<file path="config.mk">
export PLATFORM = sky130hd
export DESIGN_NAME = left_to_right_expression_evaluator_flat
export DESIGN_NICKNAME = d
export VERILOG_FILES = /design/src/hw/rtl/lre_pkg.sv /design/src/hw/rtl/lre_stream_if.sv /design/src/hw/rtl/lre_div.sv /design/src/hw/rtl/lre_dp.sv /design/src/hw/rtl/lre_ctrl.sv /design/src/hw/rtl/left_to_right_expression_evaluator.sv /design/src/flat_wrapper.sv
export SDC_FILE = /design/constraint.sdc
export NUM_CORES = 2
export LEC_CHECK = 0
export ABC_AREA = 1
export CORE_MARGIN = 10
export CORE_UTILIZATION = 40
export CTS_BUF_LIST = sky130_fd_sc_hd__clkbuf_16
export DETAILED_ROUTE_END_ITERATION = 16
export DONT_BUFFER_PORTS = 1
export SLEW_MARGIN = 20
export SYNTH_ARGS = -nofsm -noshare
export SYNTH_HDL_FRONTEND = slang
export SYNTH_SLANG_ARGS = --single-unit
</file>
<file path="constraint.sdc">
create_clock -name clk_i -period 16.22 [get_ports clk_i]
set_input_delay 0.811 -clock clk_i [delete_from_list [all_inputs] [get_ports clk_i]]
set_output_delay 0.811 -clock clk_i [all_outputs]
set_load 0.05 [all_outputs]
</file>
<file path="src/hw/rtl/lre_pkg.sv">
`timescale 1ns / 1ps
`default_nettype none

package lre_pkg;

  // Datapath and character widths.
  localparam int unsigned LRE_DATA_W    = 32;
  localparam int unsigned LRE_CH_W      = 8;
  localparam int unsigned LRE_DIGIT_W   = 4;
  localparam int unsigned LRE_MAX_CHARS = 32;

  // Configuration port.
  localparam int unsigned LRE_PADDR_W = 3;
  localparam int unsigned LRE_PDATA_W = 32;
  localparam logic [0:0]  LRE_REG_EVAL_ENABLE = 1'b0;

  // Characters of interest.
  localparam logic [LRE_CH_W-1:0] CH_NUL   = 8'h00;
  localparam logic [LRE_CH_W-1:0] CH_0     = 8'h30;
  localparam logic [LRE_CH_W-1:0] CH_9     = 8'h39;
  localparam logic [LRE_CH_W-1:0] CH_PLUS  = 8'h2b;
  localparam logic [LRE_CH_W-1:0] CH_MINUS = 8'h2d;
  localparam logic [LRE_CH_W-1:0] CH_STAR  = 8'h2a;
  localparam logic [LRE_CH_W-1:0] CH_LX    = 8'h78;
  localparam logic [LRE_CH_W-1:0] CH_UX    = 8'h58;
  localparam logic [LRE_CH_W-1:0] CH_SLASH = 8'h2f;
  localparam logic [LRE_CH_W-1:0] CH_EQ    = 8'h3d;

  // Accumulator update selected by the controller.
  typedef enum logic [2:0] {
    ACC_HOLD,
    ACC_CLEAR,
    ACC_DIGIT,
    ACC_APPEND,
    ACC_ADD,
    ACC_SUB,
    ACC_MUL,
    ACC_QUOT
  } lre_acc_e;

  // Operand update selected by the controller.
  typedef enum logic [1:0] {
    OPND_HOLD,
    OPND_DIGIT,
    OPND_APPEND
  } lre_opnd_e;

  typedef struct packed {
    lre_acc_e                acc_cmd;
    lre_opnd_e               opnd_cmd;
    logic [LRE_DIGIT_W-1:0]  digit;
    logic                    div_start;
    logic                    out_load;
    logic                    out_ok;
    logic                    out_zero;
  } lre_cmd_t;

  typedef struct packed {
    logic opnd_zero;
    logic div_done;
  } lre_sts_t;

endpackage

`default_nettype wire

</file>
<file path="src/hw/rtl/lre_stream_if.sv">
`timescale 1ns / 1ps
`default_nettype none

// Character channel: one beat carries one character.
interface lre_in_if;
  logic                         valid;
  logic                         ready;
  logic [lre_pkg::LRE_CH_W-1:0] ch;

  modport source (output valid, output ch, input ready);
  modport sink (input valid, input ch, output ready);
endinterface

// Result channel: one beat carries one evaluation result.
interface lre_res_if;
  logic                                  valid;
  logic                                  ready;
  logic                                  ok;
  logic signed [lre_pkg::LRE_DATA_W-1:0] value;

  modport source (output valid, output ok, output value, input ready);
  modport sink (input valid, input ok, input value, output ready);
endinterface

`default_nettype wire

</file>
<file path="src/hw/rtl/lre_div.sv">
`timescale 1ns / 1ps
`default_nettype none

// Unsigned restoring divider, one quotient bit per cycle.
module lre_div (
  input  wire logic                           clk_i,
  input  wire logic                           rst_ni,
  input  wire logic                           start_i,
  input  wire logic [lre_pkg::LRE_DATA_W-1:0] dividend_i,
  input  wire logic [lre_pkg::LRE_DATA_W-1:0] divisor_i,
  output logic                                done_o,
  output logic [lre_pkg::LRE_DATA_W-1:0]      quotient_o
);
  import lre_pkg::*;

  localparam int unsigned CntW = $clog2(LRE_DATA_W);
  localparam logic [CntW-1:0] CntLast = CntW'(LRE_DATA_W - 1);

  logic [LRE_DATA_W-1:0] rem_q, rem_d;
  logic [LRE_DATA_W-1:0] quo_q, quo_d;
  logic [LRE_DATA_W-1:0] dvs_q, dvs_d;
  logic [CntW-1:0]       cnt_q, cnt_d;
  logic                  busy_q, busy_d;
  logic                  done_q, done_d;
  logic [LRE_DATA_W:0]   shifted;
  logic [LRE_DATA_W:0]   diff;

  // The remainder stays below the divisor, so it always fits one word.
  assign shifted = {rem_q, quo_q[LRE_DATA_W-1]};
  assign diff    = shifted - {1'b0, dvs_q};

  always_comb begin
    rem_d  = rem_q;
    quo_d  = quo_q;
    dvs_d  = dvs_q;
    cnt_d  = cnt_q;
    busy_d = busy_q;
    done_d = 1'b0;
    if (start_i) begin
      rem_d  = '0;
      quo_d  = dividend_i;
      dvs_d  = divisor_i;
      cnt_d  = '0;
      busy_d = 1'b1;
    end else if (busy_q) begin
      if (!diff[LRE_DATA_W]) begin
        rem_d = diff[LRE_DATA_W-1:0];
        quo_d = {quo_q[LRE_DATA_W-2:0], 1'b1};
      end else begin
        rem_d = shifted[LRE_DATA_W-1:0];
        quo_d = {quo_q[LRE_DATA_W-2:0], 1'b0};
      end
      cnt_d = cnt_q + 1'b1;
      if (cnt_q == CntLast) begin
        busy_d = 1'b0;
        done_d = 1'b1;
      end
    end
  end

  always_ff @(posedge clk_i or negedge rst_ni) begin
    if (!rst_ni) begin
      busy_q <= 1'b0;
      done_q <= 1'b0;
      cnt_q  <= '0;
    end else begin
      busy_q <= busy_d;
      done_q <= done_d;
      cnt_q  <= cnt_d;
    end
  end

  always_ff @(posedge clk_i) begin
    rem_q <= rem_d;
    quo_q <= quo_d;
    dvs_q <= dvs_d;
  end

  assign done_o     = done_q;
  assign quotient_o = quo_q;

endmodule

`default_nettype wire

</file>
<file path="src/hw/rtl/lre_dp.sv">
`timescale 1ns / 1ps
`default_nettype none

// Accumulator, operand, arithmetic units and result register.
module lre_dp (
  input  wire logic                                  clk_i,
  input  wire logic                                  rst_ni,
  input  wire lre_pkg::lre_cmd_t                     cmd_i,
  output lre_pkg::lre_sts_t                          sts_o,
  output logic                                       out_ok_o,
  output logic signed [lre_pkg::LRE_DATA_W-1:0]      out_value_o
);
  import lre_pkg::*;

  logic [LRE_DATA_W-1:0] acc_q, acc_d;
  logic [LRE_DATA_W-1:0] opnd_q, opnd_d;
  logic                  neg_q;
  logic [LRE_DATA_W-1:0] acc_mag;
  logic [LRE_DATA_W-1:0] opnd_mag;
  logic [LRE_DATA_W-1:0] quotient;
  logic                  div_done;
  logic [LRE_DATA_W-1:0] digit_ext;
  logic                  out_ok_q;
  logic [LRE_DATA_W-1:0] out_value_q;

  // Decimal shift-in: v * 10 + d, wrapping, built from two shifts.
  function automatic logic [LRE_DATA_W-1:0] shift_in(input logic [LRE_DATA_W-1:0] v,
                                                     input logic [LRE_DATA_W-1:0] d);
    shift_in = (v << 3) + (v << 1) + d;
  endfunction

  assign digit_ext = LRE_DATA_W'(cmd_i.digit);
  assign acc_mag   = acc_q[LRE_DATA_W-1] ? (-acc_q) : acc_q;
  assign opnd_mag  = opnd_q[LRE_DATA_W-1] ? (-opnd_q) : opnd_q;

  lre_div u_div (
    .clk_i      (clk_i),
    .rst_ni     (rst_ni),
    .start_i    (cmd_i.div_start),
    .dividend_i (acc_mag),
    .divisor_i  (opnd_mag),
    .done_o     (div_done),
    .quotient_o (quotient)
  );

  always_comb begin
    acc_d = acc_q;
    unique case (cmd_i.acc_cmd)
      ACC_HOLD:   acc_d = acc_q;
      ACC_CLEAR:  acc_d = '0;
      ACC_DIGIT:  acc_d = digit_ext;
      ACC_APPEND: acc_d = shift_in(acc_q, digit_ext);
      ACC_ADD:    acc_d = acc_q + opnd_q;
      ACC_SUB:    acc_d = acc_q - opnd_q;
      ACC_MUL:    acc_d = acc_q * opnd_q;
      ACC_QUOT:   acc_d = neg_q ? (-quotient) : quotient;
      default:    acc_d = acc_q;
    endcase
  end

  always_comb begin
    opnd_d = opnd_q;
    unique case (cmd_i.opnd_cmd)
      OPND_HOLD:   opnd_d = opnd_q;
      OPND_DIGIT:  opnd_d = digit_ext;
      OPND_APPEND: opnd_d = shift_in(opnd_q, digit_ext);
      default:     opnd_d = opnd_q;
    endcase
  end

  always_ff @(posedge clk_i or negedge rst_ni) begin
    if (!rst_ni) begin
      acc_q <= '0;
    end else begin
      acc_q <= acc_d;
    end
  end

  always_ff @(posedge clk_i) begin
    opnd_q <= opnd_d;
    if (cmd_i.div_start) begin
      neg_q <= acc_q[LRE_DATA_W-1] ^ opnd_q[LRE_DATA_W-1];
    end
    if (cmd_i.out_load) begin
      out_ok_q    <= cmd_i.out_ok;
      out_value_q <= cmd_i.out_zero ? '0 : acc_q;
    end
  end

  assign sts_o.opnd_zero = (opnd_q == '0);
  assign sts_o.div_done  = div_done;
  assign out_ok_o        = out_ok_q;
  assign out_value_o     = out_value_q;

endmodule

`default_nettype wire

</file>
<file path="src/hw/rtl/lre_ctrl.sv">
`timescale 1ns / 1ps
`default_nettype none

// Parsing state machine and handshake control.
module lre_ctrl #(
  parameter int unsigned MAX_CHARS = lre_pkg::LRE_MAX_CHARS
) (
  input  wire logic                         clk_i,
  input  wire logic                         rst_ni,
  input  wire logic                         in_valid_i,
  input  wire logic [lre_pkg::LRE_CH_W-1:0] in_ch_i,
  output logic                              in_ready_o,
  output logic                              out_valid_o,
  input  wire logic                         out_ready_i,
  input  wire logic                         eval_enable_i,
  input  wire lre_pkg::lre_sts_t            sts_i,
  output lre_pkg::lre_cmd_t                 cmd_o
);
  import lre_pkg::*;

  localparam int unsigned CntW = $clog2(MAX_CHARS);
  localparam logic [CntW-1:0] CntLast = CntW'(MAX_CHARS - 1);

  localparam logic [1:0] ST_IDLE = 2'd0;
  localparam logic [1:0] ST_DIV  = 2'd1;
  localparam logic [1:0] ST_FIN  = 2'd2;

  localparam logic [2:0] PH_FIRST = 3'd0;
  localparam logic [2:0] PH_NUM1  = 3'd1;
  localparam logic [2:0] PH_OPND  = 3'd2;
  localparam logic [2:0] PH_NUM2  = 3'd3;
  localparam logic [2:0] PH_EQ    = 3'd4;
  localparam logic [2:0] PH_FAIL  = 3'd5;

  localparam logic [1:0] OP_ADD = 2'd0;
  localparam logic [1:0] OP_SUB = 2'd1;
  localparam logic [1:0] OP_MUL = 2'd2;
  localparam logic [1:0] OP_DIV = 2'd3;

  logic [1:0]      state_q, state_d;
  logic [2:0]      phase_q, phase_d;
  logic [1:0]      op_q, op_d;
  logic            unk_q, unk_d;
  logic [CntW-1:0] cnt_q, cnt_d;
  logic            ok_q, ok_d;
  logic            term_q, term_d;
  logic [2:0]      sv_phase_q, sv_phase_d;
  logic [1:0]      sv_op_q, sv_op_d;
  logic            sv_unk_q, sv_unk_d;
  logic            out_valid_q, out_valid_d;

  logic       accept;
  logic       term;
  logic       is_dig;
  logic [2:0] al_phase;
  logic [1:0] al_op;
  logic       al_unk;

  assign in_ready_o = (state_q == ST_IDLE);
  assign accept     = in_valid_i && in_ready_o;
  assign term       = (in_ch_i == CH_NUL);
  assign is_dig     = (in_ch_i >= CH_0) && (in_ch_i <= CH_9);

  // What a non-digit after a complete literal does.
  always_comb begin
    al_phase = PH_OPND;
    al_op    = OP_ADD;
    al_unk   = 1'b0;
    unique case (in_ch_i) inside
      CH_EQ: begin
        al_phase = PH_EQ;
        al_op    = op_q;
        al_unk   = unk_q;
      end
      CH_PLUS:               al_op = OP_ADD;
      CH_MINUS:              al_op = OP_SUB;
      CH_STAR, CH_LX, CH_UX: al_op = OP_MUL;
      CH_SLASH:              al_op = OP_DIV;
      default:               al_unk = 1'b1;
    endcase
  end

  always_comb begin
    logic apply_req;
    logic apply_succ;
    logic apply_fail;

    apply_req   = 1'b0;
    apply_succ  = 1'b0;
    apply_fail  = 1'b0;
    state_d     = state_q;
    phase_d     = phase_q;
    op_d        = op_q;
    unk_d       = unk_q;
    cnt_d       = cnt_q;
    ok_d        = ok_q;
    term_d      = term_q;
    sv_phase_d  = sv_phase_q;
    sv_op_d     = sv_op_q;
    sv_unk_d    = sv_unk_q;
    out_valid_d = out_valid_q;

    cmd_o           = '0;
    cmd_o.acc_cmd   = ACC_HOLD;
    cmd_o.opnd_cmd  = OPND_HOLD;
    cmd_o.digit     = LRE_DIGIT_W'(in_ch_i - CH_0);

    if (out_valid_q && out_ready_i) begin
      out_valid_d = 1'b0;
    end

    unique case (state_q)
      ST_IDLE: begin
        if (accept) begin
          if (term) begin
            unique case (phase_q) inside
              PH_NUM1, PH_EQ: begin
                ok_d    = 1'b1;
                state_d = ST_FIN;
              end
              PH_NUM2: apply_req = 1'b1;
              default: begin
                ok_d    = 1'b0;
                state_d = ST_FIN;
              end
            endcase
          end else if (cnt_q != CntLast) begin
            cnt_d = cnt_q + 1'b1;
            unique case (phase_q)
              PH_FIRST: begin
                if (is_dig) begin
                  cmd_o.acc_cmd = ACC_DIGIT;
                  phase_d       = PH_NUM1;
                end else begin
                  phase_d = PH_FAIL;
                end
              end
              PH_NUM1: begin
                if (is_dig) begin
                  cmd_o.acc_cmd = ACC_APPEND;
                end else begin
                  phase_d = al_phase;
                  op_d    = al_op;
                  unk_d   = al_unk;
                end
              end
              PH_OPND: begin
                if (is_dig) begin
                  cmd_o.opnd_cmd = OPND_DIGIT;
                  phase_d        = PH_NUM2;
                end else begin
                  phase_d = PH_FAIL;
                end
              end
              PH_NUM2: begin
                if (is_dig) begin
                  cmd_o.opnd_cmd = OPND_APPEND;
                end else begin
                  apply_req = 1'b1;
                end
              end
              PH_EQ:   phase_d = PH_FAIL;
              default: phase_d = phase_q;
            endcase
          end

          if (apply_req) begin
            if (unk_q) begin
              apply_fail = 1'b1;
            end else begin
              unique case (op_q)
                OP_ADD: begin
                  cmd_o.acc_cmd = ACC_ADD;
                  apply_succ    = 1'b1;
                end
                OP_SUB: begin
                  cmd_o.acc_cmd = ACC_SUB;
                  apply_succ    = 1'b1;
                end
                OP_MUL: begin
                  cmd_o.acc_cmd = ACC_MUL;
                  apply_succ    = 1'b1;
                end
                default: begin
                  if (sts_i.opnd_zero) begin
                    apply_fail = 1'b1;
                  end else begin
                    cmd_o.div_start = 1'b1;
                    term_d          = term;
                    sv_phase_d      = al_phase;
                    sv_op_d         = al_op;
                    sv_unk_d        = al_unk;
                    state_d         = ST_DIV;
                  end
                end
              endcase
            end
          end

          if (apply_succ) begin
            if (term) begin
              ok_d    = 1'b1;
              state_d = ST_FIN;
            end else begin
              phase_d = al_phase;
              op_d    = al_op;
              unk_d   = al_unk;
            end
          end

          if (apply_fail) begin
            if (term) begin
              ok_d    = 1'b0;
              state_d = ST_FIN;
            end else begin
              phase_d = PH_FAIL;
            end
          end
        end
      end

      ST_DIV: begin
        if (sts_i.div_done) begin
          cmd_o.acc_cmd = ACC_QUOT;
          if (term_q) begin
            ok_d    = 1'b1;
            state_d = ST_FIN;
          end else begin
            phase_d = sv_phase_q;
            op_d    = sv_op_q;
            unk_d   = sv_unk_q;
            state_d = ST_IDLE;
          end
        end
      end

      ST_FIN: begin
        if (!out_valid_q || out_ready_i) begin
          cmd_o.out_load = 1'b1;
          cmd_o.out_ok   = ok_q && eval_enable_i;
          cmd_o.out_zero = !eval_enable_i;
          cmd_o.acc_cmd  = ACC_CLEAR;
          out_valid_d    = 1'b1;
          phase_d        = PH_FIRST;
          op_d           = OP_ADD;
          unk_d          = 1'b0;
          cnt_d          = '0;
          state_d        = ST_IDLE;
        end
      end

      default: state_d = ST_IDLE;
    endcase
  end

  always_ff @(posedge clk_i or negedge rst_ni) begin
    if (!rst_ni) begin
      state_q     <= ST_IDLE;
      phase_q     <= PH_FIRST;
      op_q        <= OP_ADD;
      unk_q       <= 1'b0;
      cnt_q       <= '0;
      ok_q        <= 1'b0;
      term_q      <= 1'b0;
      sv_phase_q  <= PH_FIRST;
      sv_op_q     <= OP_ADD;
      sv_unk_q    <= 1'b0;
      out_valid_q <= 1'b0;
    end else begin
      state_q     <= state_d;
      phase_q     <= phase_d;
      op_q        <= op_d;
      unk_q       <= unk_d;
      cnt_q       <= cnt_d;
      ok_q        <= ok_d;
      term_q      <= term_d;
      sv_phase_q  <= sv_phase_d;
      sv_op_q     <= sv_op_d;
      sv_unk_q    <= sv_unk_d;
      out_valid_q <= out_valid_d;
    end
  end

  assign out_valid_o = out_valid_q;

endmodule

`default_nettype wire

</file>
<file path="src/hw/rtl/left_to_right_expression_evaluator.sv">
`timescale 1ns / 1ps
`default_nettype none

// Left-to-right expression evaluator. Characters arrive one per beat on the
// input channel; decimal literals are built up and the operators + - * x X /
// are applied strictly in order of arrival, with no precedence, in wrapping
// 32-bit arithmetic, division truncating towards zero. One '=' may close the
// text. A zero character ends the expression and yields exactly one result
// beat carrying ok and value; value is the accumulator as it stood before any
// failing step. Characters beyond MAX_CHARS-1 in one expression are ignored.
// Digits and the operators + - * are handled as they arrive, the multiply done
// combinationally into the accumulator register. An operator that follows a
// divide waits for the one-bit-per-cycle restoring divider: a start, one
// iteration per quotient bit, and a write-back of the quotient. The terminator
// waits for a pending divide in the same way, then passes through a finishing
// state that waits for the result register to empty. Ordinary characters are
// still accepted while a finished result waits in that register. The
// eval_enable register (byte address 0, reset 1) forces ok=0 and value=0 when
// cleared; it is sampled as the result is produced.
module left_to_right_expression_evaluator #(
  parameter int unsigned MAX_CHARS = lre_pkg::LRE_MAX_CHARS
) (
  input  wire logic                            clk_i,
  input  wire logic                            rst_ni,
  lre_in_if.sink                               in_i,
  lre_res_if.source                            res_o,
  input  wire logic                            psel,
  input  wire logic                            penable,
  input  wire logic                            pwrite,
  input  wire logic [lre_pkg::LRE_PADDR_W-1:0] paddr,
  input  wire logic [lre_pkg::LRE_PDATA_W-1:0] pwdata,
  output logic [lre_pkg::LRE_PDATA_W-1:0]      prdata,
  output logic                                 pready
);
  import lre_pkg::*;

  logic     eval_enable_q, eval_enable_d;
  logic     reg_sel;
  lre_cmd_t cmd;
  lre_sts_t sts;

  // The register file is one word; the upper address bit picks the word and
  // the byte-lane bits below it are ignored.
  assign reg_sel = (paddr[LRE_PADDR_W-1:2] == LRE_REG_EVAL_ENABLE);
  assign pready  = 1'b1;

  always_comb begin
    eval_enable_d = eval_enable_q;
    if (psel && penable && pwrite && reg_sel) begin
      eval_enable_d = pwdata[0];
    end
  end

  always_comb begin
    prdata = '0;
    if (reg_sel) begin
      prdata = LRE_PDATA_W'(eval_enable_q);
    end
  end

  always_ff @(posedge clk_i or negedge rst_ni) begin
    if (!rst_ni) begin
      eval_enable_q <= 1'b1;
    end else begin
      eval_enable_q <= eval_enable_d;
    end
  end

  // The controller owns the parse state and both handshakes; the datapath
  // only does what each cycle's command tells it.
  lre_ctrl #(
    .MAX_CHARS (MAX_CHARS)
  ) u_ctrl (
    .clk_i         (clk_i),
    .rst_ni        (rst_ni),
    .in_valid_i    (in_i.valid),
    .in_ch_i       (in_i.ch),
    .in_ready_o    (in_i.ready),
    .out_valid_o   (res_o.valid),
    .out_ready_i   (res_o.ready),
    .eval_enable_i (eval_enable_q),
    .sts_i         (sts),
    .cmd_o         (cmd)
  );

  lre_dp u_dp (
    .clk_i       (clk_i),
    .rst_ni      (rst_ni),
    .cmd_i       (cmd),
    .sts_o       (sts),
    .out_ok_o    (res_o.ok),
    .out_value_o (res_o.value)
  );

endmodule

`default_nettype wire

</file>
<file path="src/flat_wrapper.sv">
// flat-port wrapper written by rule: the top's interface ports become plain ports
module left_to_right_expression_evaluator_flat import lre_pkg::*;
#(
  parameter int unsigned MAX_CHARS = lre_pkg::LRE_MAX_CHARS
)
  (clk_i, rst_ni, psel, penable, pwrite, paddr, pwdata, prdata, pready, in_i_valid, in_i_ch, in_i_ready, res_o_valid, res_o_ok, res_o_value, res_o_ready);
  lre_in_if in_i_i ();
  lre_res_if res_o_i ();
  input  wire logic clk_i;
  input  wire logic rst_ni;
  input  wire logic psel;
  input  wire logic penable;
  input  wire logic pwrite;
  input  wire logic [lre_pkg::LRE_PADDR_W-1:0] paddr;
  input  wire logic [lre_pkg::LRE_PDATA_W-1:0] pwdata;
  output logic [lre_pkg::LRE_PDATA_W-1:0] prdata;
  output logic pready;
  input wire logic [$bits(in_i_i.valid)-1:0] in_i_valid;
  input wire logic [$bits(in_i_i.ch)-1:0] in_i_ch;
  output wire logic [$bits(in_i_i.ready)-1:0] in_i_ready;
  output wire logic [$bits(res_o_i.valid)-1:0] res_o_valid;
  output wire logic [$bits(res_o_i.ok)-1:0] res_o_ok;
  output wire logic [$bits(res_o_i.value)-1:0] res_o_value;
  input wire logic [$bits(res_o_i.ready)-1:0] res_o_ready;
  assign in_i_i.valid = in_i_valid;
  assign in_i_i.ch = in_i_ch;
  assign in_i_ready = in_i_i.ready;
  assign res_o_valid = res_o_i.valid;
  assign res_o_ok = res_o_i.ok;
  assign res_o_value = res_o_i.value;
  assign res_o_i.ready = res_o_ready;
  left_to_right_expression_evaluator #(.MAX_CHARS(MAX_CHARS)) u_core (.clk_i(clk_i), .rst_ni(rst_ni), .in_i(in_i_i), .res_o(res_o_i), .psel(psel), .penable(penable), .pwrite(pwrite), .paddr(paddr), .pwdata(pwdata), .prdata(prdata), .pready(pready));
endmodule
</file>
== Word level (Yosys, flattened, before mapping) ==
Index checks and enable logic that the tools add are counted.
W data, S select, Z words.

* Logic and storage cells: 241
* Bits of input ports: 50
* Flip-flop bits (word level): 224
* Output and inout bits: 68

* $add $sub $neg: 13
* Magnitude comparators: 2
* Bitwise operators: 5
* Mux-type cells: 132
* Reductions and logical operators: 31
* Equal/unequal tests: 33
* $mul: 1

{| class="wikitable"
|+ Operators by type and width
! cell !! count
|-
| $pmux W32 S7 || 1
|-
| $mux W32 || 5
|-
| $add A32 B32 Y32 || 3
|-
| $neg A32 Y32 || 3
|-
| $add A32 B4 Y32 || 2
|-
| $pmux W32 S2 || 1
|-
| $mux W3 || 19
|-
| $mux W1 || 55
|-
| $mux W2 || 27
|-
| $mux W5 || 9
|-
| $eq A8 B6 Y1 const B || 5
|-
| $sub A33 B32 Y33 || 1
|-
| $logic_not A32 Y1 || 1
|-
| $mul A32 B32 Y32 || 1
|-
| $sub A32 B32 Y32 || 1
|-
| $mux W31 || 1
|-
| $pmux W3 S3 || 3
|-
| $eq A8 B7 Y1 const B || 2
|-
| $eq A3 B3 Y1 const B || 5
|-
| $eq A3 B2 Y1 const B || 4
|-
| $pmux W2 S3 || 2
|-
| $pmux W3 S4 || 1
|-
| $add A5 B1 Y5 const B || 2
|-
| $ne A2 B2 Y1 const B || 5
|-
| other kinds (33) || 58
|}

== Logic depth before layout (Yosys ltp) ==
* Depth in word-level cells: 16
* Gate-level depth with buffers: 37
* Mapped depth without buffers: 35

== By module ==
A second synthesis with hierarchy kept.

* Cell total of the unflattened synthesis: 5,558
* Area, all modules: 38,717.1 um^2

{| class="wikitable"
|+ Modules (own cells, without submodules)
! module !! area an instance (um^2) !! times used !! cells an instance !! seq. area each (um^2)
|-
| lre_dp || 29,620.9 || 1 || 4,204 || 2,782.7
|-
| lre_div || 6,998.0 || 1 || 1,031 || 2,737.6
|-
| lre_ctrl || 1,783.0 || 1 || 278 || 525.5
|-
| left_to_right_expression_evaluator || 315.3 || 1 || 45 || 26.3
|}

== Worst setup path after synthesis ==
Ideal clock, no wire load.

* Kind: flip-flop to flip-flop
* From: reg u_core.u_dp.acc_q[15]
* To: reg u_core.u_dp.acc_q[25]
* Data required time: 16,090 ps
* Slack: 9,391 ps
* Stages on the path, launching flop included: 27
* Period minus slack after synthesis: 6,829 ps
* Data arrival time: 6,700 ps
* Cells stage by stage: dfrtp_1 > clkbuf_1 > clkbuf_1 > nand2_1 > inv_1 > fa_1 > inv_1 > fa_1 > fa_1 > fa_1 > inv_1 > fa_1 > inv_1 > fa_1 > inv_1 > fa_1 > fa_1 > ha_1 > nand2_1 > nor4_1 > nand3_1 > o21ai_0 > a21oi_1 > xor2_1 > o21ai_2 > inv_2 > nand4_1

* Word-level cells in the longest chain between the ends: 3

{| class="wikitable"
|+ RTL lines
! what !! line !! RTL
|-
| start: declaration || lre_dp.sv:15 || <nowiki>logic [LRE_DATA_W-1:0] acc_q, acc_d;</nowiki>
|-
| start signal: assignment || lre_dp.sv:73 || <nowiki>acc_q <= '0;</nowiki>
|-
| start signal: assignment || lre_dp.sv:75 || <nowiki>acc_q <= acc_d;</nowiki>
|-
| parallel branches: the longest is 2 deep, another holds $mul A32 B32 Y32 || n/a ||
|-
| $pmux W32 S7 * || lre_dp.sv:48 || <nowiki>unique case (cmd_i.acc_cmd)</nowiki>
|}

Mark *: on every way between the ends.
A chain may end at the register's enable or synchronous reset.

== Worst setup path after layout ==
* From: reg u_core.u_dp.opnd_q[6]
* To: reg u_core.u_dp.acc_q[25]

* Word-level cells in the longest chain between the ends: 2

{| class="wikitable"
|+ RTL lines
! what !! line !! RTL
|-
| start: declaration || lre_dp.sv:16 || <nowiki>logic [LRE_DATA_W-1:0] opnd_q, opnd_d;</nowiki>
|-
| start signal: assignment || lre_dp.sv:80 || <nowiki>opnd_q <= opnd_d;</nowiki>
|-
| $mul A32 B32 Y32, or another cell as far along || lre_dp.sv:55 || <nowiki>ACC_MUL: acc_d = acc_q * opnd_q;</nowiki>
|-
| $pmux W32 S7 * || lre_dp.sv:48 ||
|}

Every way passes the cells marked *; elsewhere a longest branch is shown, timed or not.

==> results summary <==
The wire length per cell is around 19 um. In this run the worst setup path begins at u_core.u_dp.opnd_q[6]$_SDFFCE_PP0P_. The detailed placement HPWL came out at slightly above 90 mm. The residual antenna-violating net count after detailed routing is 0. The design draws 0.00781 W. The number of port buffers came out at 0. The leakage power came out at 21.7 nW.

The required time at the worst-slack endpoint is roughly 17 ns. The smallest clock period supported by the final layout is computed as 8.32 ns. The final clock skew is just over 0.05 ns.

The DRC violations left came out at 0. The number of detailed-route iterations in the first pass is 7. The deepest clock path buffer count came out at 3. The worst hold slack came out at 0.0591 ns. The total wire length came out at roughly 120 mm. The clock transition at the register clock pins on the worst setup and hold paths after CTS came out at about 0.07 ns. The floorplan has roughly 110 rows. The number of flops mapped to enable cells by yosys came out at 130. The wire length of the first global-routing pass came out at 189 mm. The fraction of registers with async set/reset is between 20% and 30%. The worst hold-check path type is in -> async. A synthesized cell averages 7.19 um^2. The relative area change from synthesis to final layout came out at 5.48%.

The pin count of the biggest net entering global routing came out at between 60 and 70. The count of final hold-check violations was 0. Setup total negative slack on the finished layout was measured at 0 ns. In this run the cell area of the synthesized design comes to 37100 um^2. The count of fill cells added during filler insertion came out at 9600.

The number of maximum-capacitance constraint violations came out at 0. The worst setup path is launched from a flop. The cell count of the worst reg-to-reg path is 25. The die covers between 100000 and 150000 um^2. The part of the cycle the worst path needs is 51.3%. STA classifies the critical path endpoint as a flop. The CTS root buffer is sky130_fd_sc_hd__clkbuf_16. The clock tree from TritonCTS is done. The initial antenna violation count came out at 1. The core region area came out at 91900 um^2. The power density over the cells is between 150 and 200 nW/um^2. The total count of max-transition violations in the final report came out at 0.

The number of standard cells in the final layout excluding fillers came out at about 6300. The fraction of layout cells with a size suffix above 1 came out at under 10%. Derived from the worst setup path, the maximum achievable clock frequency is 0.120 GHz. Pin placement for this block handled about 120 I/O pins. The via count of the first global-routing pass is approximately 32000. The ratio of routed vias to standard cells is between 5 and 6. The area taken by flip-flops and latches came out at 6070 um^2. The floorplan step set the die width to between 300 and 400 um. The number of H-tree levels is 1. The remaining max-slew budget at the tightest pin is between 30% and 40%. The multi-input gate area in the final layout came out at around 26000 um^2. The part of the Yosys area used for sequential elements came out at between 10% and 20%.

The yosys synthesis warning count is 0. The worst register-to-register path ends at u_core.u_dp.acc_q[25]$_DFFE_PN0P_. The critical path arrival is 8.80 ns. Synthesis produced between 5000 and 6000 cells. The most used flip-flop cell after synthesis is sky130_fd_sc_hd__edfxtp_1. The number of DRC violations after detailed-routing iteration 0 came out at about 2800.

Global routing consumed, over all layers together, around 23% of the routing resources. The total clock buffers created by CTS is 26. The insertion delay to the later sink of the worst-skew pair came out at 0.59 ns. The global placer's final weighted congestion is between 0.9 and 1. In this run, distinct cell masters in the synthesized netlist total 60. The largest fanout of any net on the critical path came out at 22. Once layout is done, the placed cells without fillers occupy 39200 um^2. Counting flops and latches in the post-synthesis netlist gives 223. The effective utilization at floorplan came out at between 40% and 50%. After detailed placement, the total cell area comes to around 38000 um^2. For this design, the sink count on the clock tree is approximately 220. The slew of the pin with the lowest slew margin came out at between 0.9 and 1 ns.

The count of final setup violators came out at 0. The flow ran to the end, and the final reports show no timing, DRC or antenna violations. The worst setup path is of the reg -> reg kind. In this run the critical register-to-register path is launched from u_core.u_dp.opnd_q[6]$_SDFFCE_PP0P_. The total placed cells including tap cells is between 6000 and 7000.

The number of antenna diodes in the final layout is 0. The final layout contains 5847 nets. The count of vias placed by the detailed router came out at ~33000. The sum of overflow across all layers after global routing came out at 0.

The peak supply drop came out at 0.209 mV. The die is 325 um tall. Setup slack on the worst reg-to-reg path comes out at about 7.9 ns. Setup repair after global routing left no endpoint under its margin.
## worst max-delay path by stage
stage / endpoint
finish: u_core.u_dp.acc_q[25]$_DFFE_PN0P_
global route: u_core.u_dp.acc_q[25]$_DFFE_PN0P_
CTS: u_core.u_dp.acc_q[25]$_DFFE_PN0P_
detailed placement: u_core.u_dp.acc_q[25]$_DFFE_PN0P_
global placement: u_core.u_dp.acc_q[25]$_DFFE_PN0P_
floorplan: u_core.u_dp.acc_q[25]$_DFFE_PN0P_
## stage by stage
step / util (%) / setup slack [ns]
after floorplan: - / 9.39
after global placement: 41.7 / 7.98
after detailed placement: 41.7 / 7.96
after CTS: 42.6 / 7.95
after global routing: 42.6 / 7.46
final: 42.6 / 7.90
## sequential cells by signal (all words and copies together) (netlist names), 5 cells and up, named ones only
name and flops:
u_core.u_dp.u_div.rem_q 32, u_core.u_dp.u_div.quotient_o 32, u_core.u_dp.out_value_o 32, u_core.u_ctrl.cnt_q 5, u_core.u_dp.opnd_q 32, u_core.u_dp.u_div.dvs_q 32
u_core.u_dp.u_div.cnt_q 5, u_core.u_dp.acc_q 32
## Yosys cell counts (6+ instances only)
cell type | instances | area (um^2)
sky130_fd_sc_hd__nand2_2 | 9 | 56.3
sky130_fd_sc_hd__nor2_1 | 271 | 1020
sky130_fd_sc_hd__a21o_1 | 22 | 165
sky130_fd_sc_hd__o21ai_1 | 55 | 275
sky130_fd_sc_hd__buf_2 | 20 | 100
sky130_fd_sc_hd__buf_4 | 32 | 240
sky130_fd_sc_hd__inv_1 | 1103 | 4140
sky130_fd_sc_hd__or2_2 | 25 | 156
sky130_fd_sc_hd__edfxtp_1 | 130 | 3900
sky130_fd_sc_hd__a221oi_1 | 6 | 52.6
sky130_fd_sc_hd__o31ai_1 | 6 | 45.0
sky130_fd_sc_hd__nor4_1 | 25 | 156
sky130_fd_sc_hd__a21boi_0 | 8 | 60.1
sky130_fd_sc_hd__o22ai_1 | 14 | 87.6
sky130_fd_sc_hd__a21oi_1 | 219 | 1100
sky130_fd_sc_hd__ha_1 | 316 | 3950
sky130_fd_sc_hd__a31oi_1 | 15 | 93.8
sky130_fd_sc_hd__o211ai_1 | 8 | 60.1
sky130_fd_sc_hd__dfrtp_1 | 60 | 1500
sky130_fd_sc_hd__xnor2_1 | 63 | 552
sky130_fd_sc_hd__xor2_1 | 106 | 928
sky130_fd_sc_hd__nor3_1 | 58 | 290
sky130_fd_sc_hd__o21ai_0 | 241 | 1210
sky130_fd_sc_hd__nand4_1 | 49 | 307
sky130_fd_sc_hd__dfxtp_1 | 32 | 641
sky130_fd_sc_hd__buf_1 | 29 | 109
sky130_fd_sc_hd__o21bai_1 | 15 | 113
sky130_fd_sc_hd__inv_2 | 8 | 30.0
sky130_fd_sc_hd__nand2_1 | 1366 | 5130
sky130_fd_sc_hd__nand3_1 | 195 | 976
sky130_fd_sc_hd__nand3b_1 | 17 | 128
sky130_fd_sc_hd__clkbuf_1 | 142 | 533
sky130_fd_sc_hd__fa_1 | 414 | 8290
sky130_fd_sc_hd__o21a_1 | 32 | 240
## power by group
group | internal (W) | switching (W) | total (W)
clock | 0.000309 | 0.000263 | 0.000572
combinational | 0.00215 | 0.00409 | 0.00624
sequential | 0.000781 | 0.000212 | 0.000994
## critical path, stage by stage, from the launching register on
cell and delay [ns]:
sky130_fd_sc_hd__edfxtp_1 0.85, sky130_fd_sc_hd__buf_4 0.49, sky130_fd_sc_hd__nand2_1 0.09, sky130_fd_sc_hd__inv_1 0.09, sky130_fd_sc_hd__fa_1 0.45, sky130_fd_sc_hd__fa_1 0.52
sky130_fd_sc_hd__fa_1 0.51, sky130_fd_sc_hd__inv_1 0.05, sky130_fd_sc_hd__fa_1 0.47, sky130_fd_sc_hd__inv_1 0.05, sky130_fd_sc_hd__fa_1 0.49, sky130_fd_sc_hd__inv_1 0.05
sky130_fd_sc_hd__fa_1 0.53, sky130_fd_sc_hd__inv_1 0.05, sky130_fd_sc_hd__fa_1 0.49, sky130_fd_sc_hd__fa_1 0.42, sky130_fd_sc_hd__ha_1 0.49, sky130_fd_sc_hd__nand2_1 0.16
sky130_fd_sc_hd__nor4_1 0.55, sky130_fd_sc_hd__nand3_1 0.12, sky130_fd_sc_hd__o21ai_0 0.46, sky130_fd_sc_hd__a21oi_1 0.15, sky130_fd_sc_hd__xor2_1 0.35, sky130_fd_sc_hd__o21ai_2 0.09
sky130_fd_sc_hd__inv_2 0.09, sky130_fd_sc_hd__nand4_1 0.06
## routing by layer
layer / global-route usage, % / vias to the layer above / share of wire (%)
met4: 6.19 / 0 / 3.2
li1: - / 15700 / -
met2: 35.7 / 1236 / 44
met3: 3.08 / 187 / 7.9
met5: 0 / - / 0
met1: 31.9 / 15700 / 45
## final cells by class
type,count,area share [%]
clock inverter,22,0.393
multi-input combinational,3629,66.3
sequential,223,15.5
timing repair buffer,74,1.47
inverter,1113,10.7
tap,1243,3.97
clock buffer,26,1.66
## placed cells by master (no fill, tap or decap), drive strengths merged, types with 14 or more instances in the layout
cell and count:
a21o 22, a21oi 222, a31oi 15, buf 74, clkbuf 26, conb 32, dfrtp 60, dfxtp 32
edfxtp 130, fa 414, ha 316, inv 1119, nand2 1377, nand3 199, nand3b 17, nand4 49
nor2 275, nor3 64, nor4 26, o21a 32, o21ai 297, o21bai 15, o22ai 14, or2 25
xnor2 63, xor2 106
## logic make-up (layout without fill, tap and decap cells)
kind of cell    count (synthesis)  count (layout)  share of synthesized area, %
other cells                     2              32                        0.0202
simple gates                 2035            2035                          22.7
mux                             1               1                        0.0270
xor+xnor                      169             169                          3.99
fa+ha+maj                     730             730                          33.0
buf+inv                      1340            1235                          14.0
flops                         223             223                          16.4
compound gates                662             662                          9.95
## timing repair
action | CTS | global route
resized for setup | 0 | 0
endpoints found under the hold margin | 60 | 0
buffers inserted | 0 | 0
hold buffers | 1 | 0
(Power assumes the default switching activity.)
